## src/rtl/sfp_pkg.sv

```systemverilog
// ----------------------------------------------------------------------------
// sfp_pkg
// Parse phases, sync and class bytes and event codes for the sync frame parser
// ----------------------------------------------------------------------------
package sfp_pkg;

  // parse phases
  localparam logic [3:0] PH_SYNC1   = 4'd0;
  localparam logic [3:0] PH_SYNC2   = 4'd1;
  localparam logic [3:0] PH_CLASS   = 4'd2;
  localparam logic [3:0] PH_ID      = 4'd3;
  localparam logic [3:0] PH_LEN1    = 4'd4;
  localparam logic [3:0] PH_LEN2    = 4'd5;
  localparam logic [3:0] PH_PAYLOAD = 4'd6;
  localparam logic [3:0] PH_CKA     = 4'd7;
  localparam logic [3:0] PH_CKB     = 4'd8;

  // framing bytes
  localparam logic [7:0] SYNC_A     = 8'hB5;
  localparam logic [7:0] SYNC_B     = 8'h62;
  localparam logic [7:0] CLS_ACK    = 8'h05;
  localparam logic [7:0] ACK_ID_ACK = 8'h01;
  localparam logic [7:0] ACK_ID_NAK = 8'h00;
  localparam logic [7:0] DOLLAR     = 8'h24;

  // event codes
  localparam logic [2:0] EV_NONE    = 3'd0;
  localparam logic [2:0] EV_PAYLOAD = 3'd1;
  localparam logic [2:0] EV_GOOD    = 3'd2;
  localparam logic [2:0] EV_ACK     = 3'd3;
  localparam logic [2:0] EV_CKSUM   = 3'd4;
  localparam logic [2:0] EV_LENGTH  = 3'd5;

  localparam logic [15:0] LIMIT_RESET = 16'd512;

endpackage

```

## src/rtl/sync_frame_parser_fletcher8_top.sv

```systemverilog
// ----------------------------------------------------------------------------
// sync_frame_parser_fletcher8_top
// Byte-serial sync frame parser with Fletcher-8 check, ack tracking, counters
// ----------------------------------------------------------------------------
//
//  channel  | handshake              | payload
//  ---------+------------------------+---------------------------------------
//  in       | in_valid / in_stall    | rx_byte
//  out      | out_valid / out_stall  | event_res .. dollar_count
//  cfg      | cfg_valid / cfg_ready  | payload_limit
//
//  one item per clock while in_stall is low: each byte updates the parse state
//  and its result sits in the output register the cycle after acceptance
//  the output register decouples the sides: a new item is taken while the
//  previous result is being taken, in_stall rises only if it is held
//  rst is synchronous, active high; parse returns to sync hunting, all
//  sums, counters and ack status clear, the payload limit goes to 512
//  cfg_ready is always high; write only while idle
//
module sync_frame_parser_fletcher8_top #(
  parameter int COUNTER_WIDTH = 32
) (
  input  logic        clk,
  input  logic        rst,
  // input channel
  input  logic        in_valid,
  output logic        in_stall,
  input  logic [7:0]  rx_byte,
  // result channel
  output logic        out_valid,
  input  logic        out_stall,
  output logic [2:0]  event_res,
  output logic [7:0]  payload_byte,
  output logic [15:0] payload_index,
  output logic [7:0]  frame_class,
  output logic [7:0]  msg_id,
  output logic [15:0] msg_length,
  output logic        ack_ok,
  output logic [7:0]  acked_class,
  output logic [7:0]  acked_id,
  output logic [31:0] frame_count,
  output logic [31:0] error_count,
  output logic [31:0] dollar_count,
  // configuration
  input  logic        cfg_valid,
  output logic        cfg_ready,
  input  logic [15:0] payload_limit
);

  localparam logic [COUNTER_WIDTH-1:0] CNT_ONE = {{(COUNTER_WIDTH-1){1'b0}}, 1'b1};
  localparam logic [COUNTER_WIDTH-1:0] CNT_MAX = {COUNTER_WIDTH{1'b1}};

  // configuration
  logic [15:0] limit;

  // parse state
  logic [3:0]  parse_phase, parse_phase_next;
  logic [7:0]  cur_class, cur_class_next;
  logic [7:0]  cur_id, cur_id_next;
  logic [15:0] cur_length, cur_length_next;
  logic [15:0] byte_index, byte_index_next;
  logic [7:0]  sum_a, sum_a_next;
  logic [7:0]  sum_b, sum_b_next;
  logic [15:0] first_two_payload, first_two_payload_next;
  logic        ack_flag, ack_flag_next;
  logic [15:0] ack_target, ack_target_next;
  logic [COUNTER_WIDTH-1:0] good_frames, good_frames_next;
  logic [COUNTER_WIDTH-1:0] bad_frames, bad_frames_next;
  logic [COUNTER_WIDTH-1:0] dollars, dollars_next;

  // per-item result register
  logic [2:0]  ev, ev_next;
  logic [7:0]  pbyte, pbyte_next;
  logic [15:0] pindex, pindex_next;

  logic        accept;
  logic        good_inc, bad_inc;
  logic [7:0]  add_a;
  logic [7:0]  add_b;
  logic [15:0] len_full;
  logic [16:0] index_plus;

  assign cfg_ready = 1'b1;
  assign in_stall  = out_valid & out_stall;
  assign accept    = in_valid & ~in_stall;

  // running fletcher step on the incoming byte
  assign add_a      = sum_a + rx_byte;
  assign add_b      = sum_b + add_a;
  assign len_full   = {rx_byte, cur_length[7:0]};
  assign index_plus = {1'b0, byte_index} + 17'd1;

  always_comb begin
    parse_phase_next       = parse_phase;
    cur_class_next         = cur_class;
    cur_id_next            = cur_id;
    cur_length_next        = cur_length;
    byte_index_next        = byte_index;
    sum_a_next             = sum_a;
    sum_b_next             = sum_b;
    first_two_payload_next = first_two_payload;
    ack_flag_next          = ack_flag;
    ack_target_next        = ack_target;
    ev_next                = sfp_pkg::EV_NONE;
    pbyte_next             = 8'd0;
    pindex_next            = 16'd0;
    good_inc               = 1'b0;
    bad_inc                = 1'b0;

    case (parse_phase)
      sfp_pkg::PH_SYNC1: begin
        if (rx_byte == sfp_pkg::SYNC_A) begin
          parse_phase_next = sfp_pkg::PH_SYNC2;
        end
      end
      sfp_pkg::PH_SYNC2: begin
        // any other byte, a repeated first sync too, restarts the hunt
        parse_phase_next = (rx_byte == sfp_pkg::SYNC_B) ? sfp_pkg::PH_CLASS
                                                        : sfp_pkg::PH_SYNC1;
      end
      sfp_pkg::PH_CLASS: begin
        cur_class_next   = rx_byte;
        sum_a_next       = rx_byte;
        sum_b_next       = rx_byte;
        parse_phase_next = sfp_pkg::PH_ID;
      end
      sfp_pkg::PH_ID: begin
        cur_id_next      = rx_byte;
        sum_a_next       = add_a;
        sum_b_next       = add_b;
        parse_phase_next = sfp_pkg::PH_LEN1;
      end
      sfp_pkg::PH_LEN1: begin
        cur_length_next  = {8'd0, rx_byte};
        sum_a_next       = add_a;
        sum_b_next       = add_b;
        parse_phase_next = sfp_pkg::PH_LEN2;
      end
      sfp_pkg::PH_LEN2: begin
        cur_length_next = len_full;
        sum_a_next      = add_a;
        sum_b_next      = add_b;
        byte_index_next = 16'd0;
        if (len_full > limit) begin
          parse_phase_next = sfp_pkg::PH_SYNC1;
          bad_inc          = 1'b1;
          ev_next          = sfp_pkg::EV_LENGTH;
        end else if (len_full == 16'd0) begin
          parse_phase_next = sfp_pkg::PH_CKA;
        end else begin
          parse_phase_next = sfp_pkg::PH_PAYLOAD;
        end
      end
      sfp_pkg::PH_PAYLOAD: begin
        ev_next     = sfp_pkg::EV_PAYLOAD;
        pbyte_next  = rx_byte;
        pindex_next = byte_index;
        // first payload byte is the acked class, second the acked id
        if (byte_index == 16'd0) begin
          first_two_payload_next = {rx_byte, first_two_payload[7:0]};
        end else if (byte_index == 16'd1) begin
          first_two_payload_next = {first_two_payload[15:8], rx_byte};
        end
        sum_a_next = add_a;
        sum_b_next = add_b;
        if (index_plus >= {1'b0, cur_length}) begin
          parse_phase_next = sfp_pkg::PH_CKA;
        end
        byte_index_next = index_plus[15:0];
      end
      sfp_pkg::PH_CKA: begin
        if (rx_byte == sum_a) begin
          parse_phase_next = sfp_pkg::PH_CKB;
        end else begin
          parse_phase_next = sfp_pkg::PH_SYNC1;
          bad_inc          = 1'b1;
          ev_next          = sfp_pkg::EV_CKSUM;
        end
      end
      sfp_pkg::PH_CKB: begin
        parse_phase_next = sfp_pkg::PH_SYNC1;
        if (rx_byte == sum_b) begin
          good_inc = 1'b1;
          ev_next  = sfp_pkg::EV_GOOD;
          if (cur_class == sfp_pkg::CLS_ACK) begin
            ev_next = sfp_pkg::EV_ACK;
            if (cur_id == sfp_pkg::ACK_ID_ACK) begin
              ack_flag_next = 1'b1;
              if (cur_length >= 16'd2) begin
                ack_target_next = first_two_payload;
              end
            end else if (cur_id == sfp_pkg::ACK_ID_NAK) begin
              ack_flag_next = 1'b0;
            end
          end
        end else begin
          bad_inc = 1'b1;
          ev_next = sfp_pkg::EV_CKSUM;
        end
      end
      default: begin
        parse_phase_next = sfp_pkg::PH_SYNC1;
      end
    endcase
  end

  // saturating counters
  always_comb begin
    good_frames_next = good_frames;
    bad_frames_next  = bad_frames;
    dollars_next     = dollars;
    if (good_inc && (good_frames != CNT_MAX)) begin
      good_frames_next = good_frames + CNT_ONE;
    end
    if (bad_inc && (bad_frames != CNT_MAX)) begin
      bad_frames_next = bad_frames + CNT_ONE;
    end
    // dollar bytes count in every phase, inside frames too
    if ((rx_byte == sfp_pkg::DOLLAR) && (dollars != CNT_MAX)) begin
      dollars_next = dollars + CNT_ONE;
    end
  end

  always_ff @(posedge clk) begin
    if (rst) begin
      limit <= sfp_pkg::LIMIT_RESET;
    end else if (cfg_valid && cfg_ready) begin
      limit <= payload_limit;
    end
  end

  // state only moves on an accepted item, so it doubles as the held result
  always_ff @(posedge clk) begin
    if (rst) begin
      parse_phase       <= sfp_pkg::PH_SYNC1;
      cur_class         <= 8'd0;
      cur_id            <= 8'd0;
      cur_length        <= 16'd0;
      byte_index        <= 16'd0;
      sum_a             <= 8'd0;
      sum_b             <= 8'd0;
      first_two_payload <= 16'd0;
      ack_flag          <= 1'b0;
      ack_target        <= 16'd0;
      good_frames       <= '0;
      bad_frames        <= '0;
      dollars           <= '0;
    end else if (accept) begin
      parse_phase       <= parse_phase_next;
      cur_class         <= cur_class_next;
      cur_id            <= cur_id_next;
      cur_length        <= cur_length_next;
      byte_index        <= byte_index_next;
      sum_a             <= sum_a_next;
      sum_b             <= sum_b_next;
      first_two_payload <= first_two_payload_next;
      ack_flag          <= ack_flag_next;
      ack_target        <= ack_target_next;
      good_frames       <= good_frames_next;
      bad_frames        <= bad_frames_next;
      dollars           <= dollars_next;
    end
  end

  // output register
  always_ff @(posedge clk) begin
    if (rst) begin
      out_valid <= 1'b0;
    end else if (accept) begin
      out_valid <= 1'b1;
    end else if (!out_stall) begin
      out_valid <= 1'b0;
    end
  end

  always_ff @(posedge clk) begin
    if (accept) begin
      ev     <= ev_next;
      pbyte  <= pbyte_next;
      pindex <= pindex_next;
    end
  end

  assign event_res     = ev;
  assign payload_byte  = pbyte;
  assign payload_index = pindex;
  assign frame_class   = cur_class;
  assign msg_id        = cur_id;
  assign msg_length    = cur_length;
  assign ack_ok        = ack_flag;
  assign acked_class   = ack_target[15:8];
  assign acked_id      = ack_target[7:0];

  // counters are shown as 32 bits, zero-extended or truncated
  generate
    if (COUNTER_WIDTH >= 32) begin : g_cnt_trunc
      assign frame_count  = good_frames[31:0];
      assign error_count  = bad_frames[31:0];
      assign dollar_count = dollars[31:0];
    end else begin : g_cnt_ext
      assign frame_count  = {{(32-COUNTER_WIDTH){1'b0}}, good_frames};
      assign error_count  = {{(32-COUNTER_WIDTH){1'b0}}, bad_frames};
      assign dollar_count = {{(32-COUNTER_WIDTH){1'b0}}, dollars};
    end
  endgenerate

endmodule
```

## config.mk

```make
export PLATFORM = sky130hd
export DESIGN_NAME = sync_frame_parser_fletcher8_top
export DESIGN_NICKNAME = d
export VERILOG_FILES = /design/src/rtl/sfp_pkg.sv /design/src/rtl/sync_frame_parser_fletcher8_top.sv
export SDC_FILE = /design/constraint.sdc
export NUM_CORES = 1
export LEC_CHECK = 0
export BUFFER_PORTS_ARGS = -buffer_cell sky130_fd_sc_hd__clkbuf_2
export CAP_MARGIN = 20
export CORE_MARGIN = 4
export CORE_UTILIZATION = 40
export CTS_BUF_LIST = sky130_fd_sc_hd__clkbuf_16
export DETAILED_ROUTE_END_ITERATION = 7
export PLACE_DENSITY = 0.71
export SYNTH_ARGS = -nofsm -noshare
export SYNTH_HDL_FRONTEND = slang
export SYNTH_SLANG_ARGS = --single-unit
```

## constraint.sdc

```tcl
create_clock -name clk -period 3.29 [get_ports clk]
set_input_delay 0.8225 -clock clk [delete_from_list [all_inputs] [get_ports clk]]
set_output_delay 0.8225 -clock clk [all_outputs]
set_load 0.01 [all_outputs]
```

==> results of run 1 <==
==> stage by stage <==
step	cell area [um2]	utilization
5_1_grt	15000	0.503
6_report	15000	0.503
3_5_place_dp	14000	0.471
2_1_floorplan	12200	-
3_3_place_gp	14000	0.471
4_1_cts	15000	0.502
==> logic make-up after synthesis <==
group	Yosys count	share of synthesized area
xor+xnor	102	0.0748
simple gates	585	0.245
mux	69	0.0572
flops	241	0.419
compound gates	192	0.102
other cells	1	0.000309
buf+inv	137	0.0440
fa+ha+maj	54	0.0568
==> final timing paths <==
check / startpoint / end / slack, ns / cells past startpoint
max reg2reg: byte_index[3] / parse_phase[0] / 0.20 / 13
min reg2reg: limit[1] / limit[1] / 0.49 / 2
min: limit[1] / limit[1] / 0.49 / 2
max: byte_index[3] / parse_phase[0] / 0.20 / 13
==> state kept, by name (all words and copies together) (netlist names) <==
name and cells:
ack_ok 1, ack_target 16, byte_index 16, dollar_count 32, error_count 32, event_res 3
first_two_payload 16, frame_class 8, frame_count 32, limit 16, msg_id 8, msg_length 16
out_valid 1, parse_phase 4, payload_byte 8, payload_index 16, sum_a 8, sum_b 8
==> Yosys cell counts (17+ instances only) <==
master | n | share of area
dfxtp_1 | 214 | 0.35
nor2_1 | 204 | 0.063
nand2_1 | 88 | 0.027
a21oi_1 | 81 | 0.033
nand3_1 | 72 | 0.030
inv_1 | 66 | 0.020
mux2i_1 | 65 | 0.054
clkbuf_1 | 57 | 0.018
ha_1 | 52 | 0.054
xnor2_1 | 51 | 0.037
xor2_1 | 50 | 0.036
nand4_1 | 34 | 0.018
and2_1 | 30 | 0.015
edfxtp_1 | 27 | 0.067
nor4_1 | 26 | 0.013
nor3_1 | 23 | 0.0095
o21ai_0 | 22 | 0.0091
and3_1 | 19 | 0.0098
and4_1 | 17 | 0.012
==> cell type report <==
| class | count | area (um2) | area share |
|---|---|---|---|
| Multi-Input combinational cell | 1003 | 6540 | 0.437 |
| Sequential cell | 241 | 5100 | 0.341 |
| Timing Repair Buffer | 287 | 1690 | 0.113 |
| Clock buffer | 28 | 701 | 0.0467 |
| Tap cell | 390 | 488 | 0.0326 |
| Inverter | 67 | 251 | 0.0168 |
| Clock inverter | 19 | 209 | 0.0139 |
==> cell usage in the layout, fill, tap and decap left out, types with 8 or more instances in the layout <==
cell type,n
mux2i_1,65
a211oi_1,13
dfxtp_1,210
xor2_1,50
nor3_1,23
o211ai_1,8
xnor2_1,50
and3_1,19
o21ai_0,22
clkbuf_16,28
and2_1,30
buf_4,82
and4_1,16
or3_1,13
nand3_1,71
inv_1,75
a21o_1,15
nor2_1,204
a21oi_1,81
nor4_1,26
ha_1,52
nand2_1,88
nand4_1,34
or4_1,9
edfxtp_1,27
clkbuf_2,201
==> critical path, delay by kind of cell (launching register included) <==
family          cells  cell delay (ns)
compound gates      6             1.08
simple gates        3             0.58
flops               1             0.39
fa+ha+maj           1             0.30
xor+xnor            1             0.25
buf+inv             1             0.18
mux                 1             0.18
==> report_power, final <==
group	total (uW)	switching (uW)	internal [uW]	leakage [uW]
Combinational	1000	570	431	0.00393
Sequential	3150	88.8	3060	0.00200
Clock	3110	1200	1910	0.000477
==> metal layers <==
metal / up-vias / GRT usage / routed length (um)
met4: 6 / 0.0486 / 843
met5: - / 0 / 45
met2: 332 / 0.323 / 15800
li1: 5331 / - / -
met1: 5102 / 0.262 / 14900
met3: 64 / 0.0448 / 2460
==> repair_timing <==
item                       CTS  global route
setup endpoints to repair    0             4
setup buffers                0             1
resized for setup            0            10
==> impl_metrics.json, run 1 <==
{
  "status": "completed",
  "dr_total_vias": 10835,
  "synth_cells": 1381,
  "placed_cells": 1987,
  "cpMaxStageDelayCell": "dfxtp_4",
  "finalWirelength_mm": 34.0,
  "syn_area_um2": 12200,
  "drt_first_pass_iters": 6,
  "fill_cells": 2822,
  "cp.arrival_ns": 3.47,
  "rsz0062_at_grt": "no",
  "area_growth_pct": 23.4,
  "avgRoutedWirePerCell_um": 16.7,
  "clock_latency_ns": 0.53,
  "slew_headroom": 0.502,
  "antenna_cells": 0,
  "route.detailed.drc": 0,
  "antenna_found_initial": 3,
  "setup_viol": 0,
  "cts_tree": "built",
  "boundaryPins": 204,
  "clock-sinks": 241,
  "hp-class": "reg -> reg",
  "worstMarginPinSlew_ns": 0.740,
  "max-vdd-ir-drop_mv": 0.347,
  "avgSynthCellArea_um2": 8.80,
  "cp_max_fo": 7,
  "core-area_um2": 29800,
  "maxCapViolations": 0,
  "num_rows": 63,
  "ys_async_sr_fraction": 0,
  "grt_pass1_wl_mm": 54.4,
  "crit_path_start_kind": "register",
  "final_cell_count_no_fill": 2035,
  "drive_gt1_frac": 0.219,
  "slew_viol_final": 0,
  "synthFlopType": "dfxtp_1",
  "antenna_left": 0,
  "viasPerCell": 5.32,
  "critPathKind": "reg -> reg",
  "seq_area_frac_synth": 0.419,
  "syn_nets": 1464,
  "overflow": 0,
  "die_w_um": 182,
  "cts_buffers": 27,
  "whs_ns": 0.490,
  "yosys_warnings": 0,
  "fp.dieArea_um2": 33200,
  "grt_max_degree": 95,
  "hold_violations": 0,
  "grt_pass1_vias": 10336,
  "clkSlewWorstSetupHoldPaths_ns": 0.06,
  "cp.required_ns": 3.67,
  "cp_cell_sequence": "and2_1 > and4_4 > nand3_1 > xnor2_2 > ha_1 > a21o_1 > a211o_1 > a41oi_1 > a31oi_1 > o211ai_1 > buf_4 > mux2i_1 > o32ai_1",
  "hpwl_mm": 25.2,
  "drt_iter0_markers": 837,
  "yosys.cell_types.count": 78,
  "dp_slack_ns": -0.159,
  "total_leakage_power_uw": 0.00641,
  "cts_buffer_depth": 3,
  "ys_ff_latch": 241,
  "fp.dieH_um": 182,
  "period_share": 0.939,
  "setup_tns_ns": 0,
  "max_freq_mhz": 324,
  "cts-htree-levels": 1,
  "place_congestion": 0.918,
  "io_buffers": 202,
  "slowest_delay_ns": 0.39,
  "setup_ws_ns": 0.199,
  "powerDensity_nw_per_um2": 484,
  "hold_buffers": 0,
  "total_power_uw": 7260,
  "initial_core_util": 0.408,
  "synth_edf_count": 27,
  "crit_path_end_kind": "register",
  "grtUsageTotal": 0.196,
  "clock-root-buffer": "clkbuf_16",
  "clock_skew_ns": 0.0185,
  "fin_nets": 1710,
  "period_minus_slack_ns": 3.09
}
No activity file was read; power rests on OpenSTA's default activity.
==> run 2: changes to the inputs <==
--- a/config.mk
+++ b/config.mk
@@ -6,6 +6,6 @@
 export NUM_CORES = 1
 export LEC_CHECK = 0
+export ABC_AREA = 1
 export BUFFER_PORTS_ARGS = -buffer_cell sky130_fd_sc_hd__clkbuf_2
-export CAP_MARGIN = 20
 export CORE_MARGIN = 4
 export CORE_UTILIZATION = 40
==> constraint.sdc (replaced) <==
create_clock -name clk -period 3.29 [get_ports clk]
set_input_delay 0.8225 -clock clk [delete_from_list [all_inputs] [get_ports clk]]
set_output_delay 0.8225 -clock clk [all_outputs]
set_load 0.005 [all_outputs]
==> impl_metrics.json, run 2 <==
{
  "rrSetupSlack_ns": 0.29,
  "rsz0062_at_grt": "no",
  "hold_violations": 0,
  "mostFrequentLayoutCells": "nand2_1, dfxtp_1, nor2_1, clkbuf_2, a21oi_1",
  "powerDensity_nw_per_um2": 506,
  "cts_buffer_depth": 3,
  "worstPathBufferInverterCount": 1,
  "cts-htree-levels": 1,
  "finalWirelength_mm": 40.4,
  "ys_top_cells_by_area": "dfxtp_1, nand2_1, a21oi_1, edfxtp_1, nor2_1",
  "drt_iter0_markers": 833,
  "place_congestion": 0.962,
  "clock_latency_ns": 0.55,
  "fp.dieArea_um2": 36500,
  "status": "completed",
  "path_depth": 21,
  "route.detailed.drc": 0,
  "io_buffers": 202,
  "slew_viol_final": 0,
  "synthFlopType": "dfxtp_1",
  "fin_nets": 2118,
  "period_share": 0.911,
  "grt_pass1_wl_mm": 65.0,
  "initial_core_util": 0.409,
  "cp.arrival_ns": 3.48,
  "reg2reg_to": "parse_phase[3]",
  "fill_cells": 3350,
  "worstMarginPinSlew_ns": 0.765,
  "hp-class": "reg -> reg",
  "layout_commonest_cell": "nand2_1",
  "fp.dieH_um": 191,
  "synth_top_area_share": 0.320,
  "grt_pass1_vias": 12241,
  "slowest_delay_ns": 0.38,
  "drive_gt1_frac": 0.178,
  "period_minus_slack_ns": 3.00,
  "setup_viol": 0,
  "crit_top_cell": "nand2_1",
  "antenna_found_initial": 0,
  "cts_buffers": 28,
  "seq_area_frac_synth": 0.380,
  "viasPerCell": 5.22,
  "yosys.cell_types.count": 47,
  "reg2reg_depth": 21,
  "ys_ff_latch": 241,
  "syn_area_um2": 13400,
  "clock_skew_ns": 0.00831,
  "critPathKind": "reg -> reg",
  "clkSlewWorstSetupHoldPaths_ns": 0.06,
  "dr_total_vias": 13050,
  "overflow": 0,
  "cpMaxStageDelayCell": "dfxtp_1",
  "num_rows": 66,
  "core-area_um2": 32800,
  "grt_max_degree": 144,
  "yosys_warnings": 0,
  "crit_path_start_kind": "register",
  "syn_nets": 1928,
  "drt_first_pass_iters": 5,
  "max-vdd-ir-drop_mv": 0.335,
  "synth_most_common_cell": "nand2_1",
  "total_power_uw": 7950,
  "antenna_cells": 0,
  "crit_path_end_kind": "register",
  "max_freq_mhz": 334,
  "maxCapViolations": 0,
  "synth_edf_count": 27,
  "antenna_left": 0,
  "grtUsageTotal": 0.216,
  "cp_cell_sequence": "ha_1 > nand2_1 > nor2_2 > nand4_1 > nor3_1 > xor2_1 > ha_1 > nand2_1 > nor2_1 > inv_1 > nor2_1 > nand2_1 > nand2_1 > nand2_1 > nand2_1 > nand2_1 > nand3_1 > nand2_1 > nand2_1 > nand2_1 > nor2_1",
  "boundaryPins": 204,
  "hold_buffers": 0,
  "die_w_um": 191,
  "timing.rr.start": "byte_index[1]",
  "clock-sinks": 241,
  "avgSynthCellArea_um2": 7.26,
  "yosysTopAreaCell": "dfxtp_1",
  "setup_tns_ns": 0,
  "synth_cells": 1845,
  "avgRoutedWirePerCell_um": 16.1,
  "slew_headroom": 0.490,
  "critPathTopFamily": "simple AND/OR/NAND/NOR gates",
  "cp.required_ns": 3.77,
  "synthTopCellsByCount": "nand2_1, dfxtp_1, nor2_1",
  "hpwl_mm": 29.9,
  "total_leakage_power_uw": 0.00638,
  "cts_tree": "built",
  "cp_max_fo": 8,
  "critPathCapture": "parse_phase[3]",
  "ys_async_sr_fraction": 0,
  "crit_start": "byte_index[1]",
  "area_growth_pct": 17.4,
  "clock-root-buffer": "clkbuf_16"
}
[run 2: worst min-delay path by stage]
stage	start	end	slack, ns	cells after the start
CTS	first_two_payload[10]	first_two_payload[10]	0.46	2
finish	first_two_payload[10]	first_two_payload[10]	0.46	2
global placement	limit[13]	limit[13]	0.45	2
global route	first_two_payload[15]	first_two_payload[15]	0.48	2
floorplan	limit[15]	limit[15]	0.43	2
detailed placement	first_two_payload[10]	first_two_payload[10]	0.45	2
[run 2: final cells by class]
| class | count | area, um2 | area share |
|---|---|---|---|
| well taps | 442 | 553 | 0.0352 |
| flip-flops and latches | 241 | 5090 | 0.324 |
| repair buffers | 230 | 1260 | 0.0802 |
| inverters | 160 | 603 | 0.0384 |
| clock buffers | 29 | 726 | 0.0461 |
| multi-input cells | 1374 | 7320 | 0.465 |
| clock inverters | 23 | 168 | 0.0107 |
[run 2: metrics by stage]
step            util  hold slack [ns]  std cells  cell area [um2]  worst slack, ns
4_1_cts        0.479            0.462       2498            15700            0.182
5_1_grt        0.480            0.485       2499            15700           0.0140
2_1_floorplan      -            0.433       1845            13400            0.369
6_report       0.480            0.463       2499            15700            0.293
3_3_place_gp   0.452            0.447       2446            14800           0.0482
3_5_place_dp   0.452            0.453       2446            14800          -0.0265
[run 2: report_power, final]
group          switching [uW]  internal (uW)  leakage, uW
clock network            1280           1750     0.000450
logic                    1090            550      0.00392
registers                 138           3140      0.00201
[run 2: logic make-up (layout without fill, tap and decap cells)]
family                     Yosys count  count (layout)  synth area share
and+or+nand+nor                    903             903             0.296
AOI/OAI and AO/OA                  316             316             0.133
DFF                                241             241             0.380
buffers and inverters              230             442            0.0736
xor gates and xnor gates           100             100            0.0654
adders and majority gates           54              54            0.0516
other                                1               1          0.000280
[run 2: metal layers]
layer | global-route usage | part of all wire | wire (um)
met1 | 0.302 | 0.46 | 18500
met2 | 0.340 | 0.44 | 18000
met3 | 0.0325 | 0.064 | 2580
met4 | 0.0749 | 0.032 | 1280
met5 | 0 | 0 | 0
[run 2: timing repair]
| item | CTS | global route |
|---|---|---|
| endpoints found under the setup margin | 0 | 4 |
| setup buffers | 0 | 1 |
| resized for setup | 0 | 1 |
[run 2: worst min-delay path: stages, from the launching register on]
cell and delay, ns:
dfxtp_1 0.31, nand2_1 0.06, a21oi_1 0.05
==> run 3: changes to the inputs <==
BUFFER_PORTS_ARGS = not set   (was -buffer_cell sky130_fd_sc_hd__clkbuf_2)
DONT_BUFFER_PORTS = 1   (was not set)
PLACE_DENSITY = 0.65   (was 0.71)
==> impl_metrics.json, run 3 (synthesis gave the netlist of run 2 again) <==
{
  "die_w_um": 191,
  "maxCapViolations": 0,
  "wl_met1_mm": 17.7,
  "grtUsageTotal": 0.212,
  "grt_pass1_wl_mm": 63.6,
  "antenna_cells": 0,
  "fp.dieH_um": 191,
  "slew_headroom": 0.483,
  "setup_tns_ns": 0,
  "slew_viol_final": 0,
  "dr_wl_met2_mm": 17.7,
  "fin_nets": 1905,
  "stdcell_area_um2": 14700,
  "clkSlewWorstSetupHoldPaths_ns": 0.06,
  "status": "completed",
  "hold_violations": 0,
  "worstPathBufferInverterCount": 1,
  "crit_path_end_kind": "register",
  "rsz0062_at_grt": "no",
  "drt_iter0_markers": 832,
  "initial_core_util": 0.409,
  "crit_start": "byte_index[0]",
  "maxUsedRoutingLayer": "met4",
  "core-area_um2": 32800,
  "total_leakage_power_uw": 0.00546,
  "hold_buffers": 0,
  "drive_gt1_frac": 0.0841,
  "fp.dieArea_um2": 36500,
  "setup_viol": 0,
  "clock_latency_ns": 0.55,
  "clock-root-buffer": "clkbuf_16",
  "cts_buffer_depth": 3,
  "overflow": 0,
  "cp_max_fo": 8,
  "slowest_delay_ns": 0.39,
  "grt_pass1_vias": 11513,
  "cp.required_ns": 3.73,
  "hp-class": "in -> reg",
  "cts_buffers": 29,
  "layout_commonest_cell": "nand2_1",
  "area_growth_pct": 10.0,
  "post-route-util": 0.450,
  "antenna_found_initial": 0,
  "dr_total_vias": 12274,
  "path_depth": 20,
  "critPathKind": "reg -> reg",
  "powerDensity_nw_per_um2": 559,
  "grt_max_degree": 145,
  "avgRoutedWirePerCell_um": 17.5,
  "route.detailed.drc": 0,
  "cpMaxStageDelayCell": "dfxtp_2",
  "boundaryPins": 204,
  "cts_tree": "built",
  "reg2reg_depth": 20,
  "critPathTopFamily": "simple AND/OR/NAND/NOR gates",
  "critPathCapture": "parse_phase[1]",
  "clock_skew_ns": 0.0141,
  "io_buffers": 0,
  "crit_path_start_kind": "register",
  "final_cell_count_no_fill": 2286,
  "period_share": 0.902,
  "cp_cell_sequence": "ha_1 > nand2_1 > nor2_1 > nand4_1 > nor3_1 > xor2_1 > ha_1 > nand2_1 > nor2_1 > inv_1 > nor2_1 > nand2_1 > nand2_1 > nand2_1 > nand2_1 > nand2_1 > nand3_1 > nand2_1 > nor2_1 > nor2_1",
  "wl_met3_mm": 3.53,
  "placedInstanceArea_um2": 13700,
  "mostFrequentLayoutCells": "nand2_1, dfxtp_1, nor2_1",
  "viasPerCell": 5.37,
  "placed_cells": 2232,
  "cp.arrival_ns": 3.40,
  "worstMarginPinSlew_ns": 0.768,
  "rrSetupSlack_ns": 0.32,
  "num_rows": 66,
  "drt_first_pass_iters": 7,
  "finalWirelength_mm": 40.1,
  "max-vdd-ir-drop_mv": 0.395,
  "timing.rr.start": "byte_index[0]",
  "fill_cells": 3395,
  "clock-sinks": 241,
  "antenna_left": 0,
  "crit_top_cell": "nand2_1",
  "cts-htree-levels": 1,
  "period_minus_slack_ns": 2.97,
  "place_congestion": 0.934,
  "hpwl_mm": 29.4,
  "max_freq_mhz": 337,
  "reg2reg_to": "parse_phase[1]"
}
==> run 3: cell types whose count changed in the layout (fill, tap and decap cells not counted) <==
cell	delta
buf_4	-12
clkinv_2	-4
clkinv_1	-2
bufinv_16	+5
clkinvlp_4	-1
dfxtp_2	+1
clkinv_4	+2
nor2_2	-1
clkbuf_2	-201
inv_1	+1
buf_12	-1
dfxtp_1	-1
nor2_1	+1
==> run 3: worst min-delay path by stage <==
stage / start / end / cells past startpoint
after floorplan: limit[15] / limit[15] / 2
after global routing: rst / out_valid / 1
final: rst / out_valid / 1
after CTS: rst / frame_count[0] / 1
after global placement: first_two_payload[10] / first_two_payload[10] / 2
after detailed placement: first_two_payload[9] / first_two_payload[9] / 2
==> run 3: per-stage QoR <==
| stage | total power (uW) | setup WS [ns] | hold slack (ns) |
|---|---|---|---|
| after detailed placement | 4840 | 0.126 | 0.449 |
| after global placement | 4790 | 0.170 | 0.447 |
| after floorplan | 4480 | 0.369 | 0.433 |
| final | 8250 | 0.322 | 0.356 |
| after CTS | 8310 | 0.227 | 0.320 |
| after global routing | 8700 | 0.00359 | 0.322 |
==> run 3: area by class of cell <==
cell class / instances / area, um2 / share of cell area
multi-input combinational: 1374 / 7320 / 0.496
sequential: 241 / 5100 / 0.346
clock buffer: 29 / 726 / 0.0492
inverter: 160 / 603 / 0.0409
tap: 442 / 553 / 0.0375
clock inverter: 24 / 304 / 0.0206
timing repair buffer: 16 / 145 / 0.00984
==> run 3: metal layers <==
metal | global-route usage | up-vias
li1 | - | 6066
met1 | 0.285 | 5692
met2 | 0.338 | 444
met3 | 0.0520 | 72
met4 | 0.0652 | 0
met5 | 0 | -
==> run 3: what timing repair did <==
item	in CTS	in global routing
buffers inserted	0	1
setup endpoints to repair	0	4
gates resized for setup	0	1
==> run 3: worst register-to-register path: stages, from the launching register on <==
cell	delay [ns]
dfxtp_2	0.39
ha_1	0.20
nand2_1	0.06
nor2_1	0.19
nand4_1	0.23
nor3_1	0.23
xor2_1	0.13
ha_1	0.31
nand2_1	0.07
nor2_1	0.20
inv_1	0.06
nor2_1	0.10
nand2_1	0.05
nand2_1	0.06
nand2_1	0.05
nand2_1	0.05
nand2_1	0.05
nand3_1	0.07
nand2_1	0.17
nor2_1	0.15
nor2_1	0.05
==> run 3: where the power goes <==
group          internal (uW)  switching (uW)  total (uW)  leakage [uW]
combinational            488            1010        1500       0.00294
clock                   2150            1300        3450      0.000515
sequential              3140             162        3300       0.00201
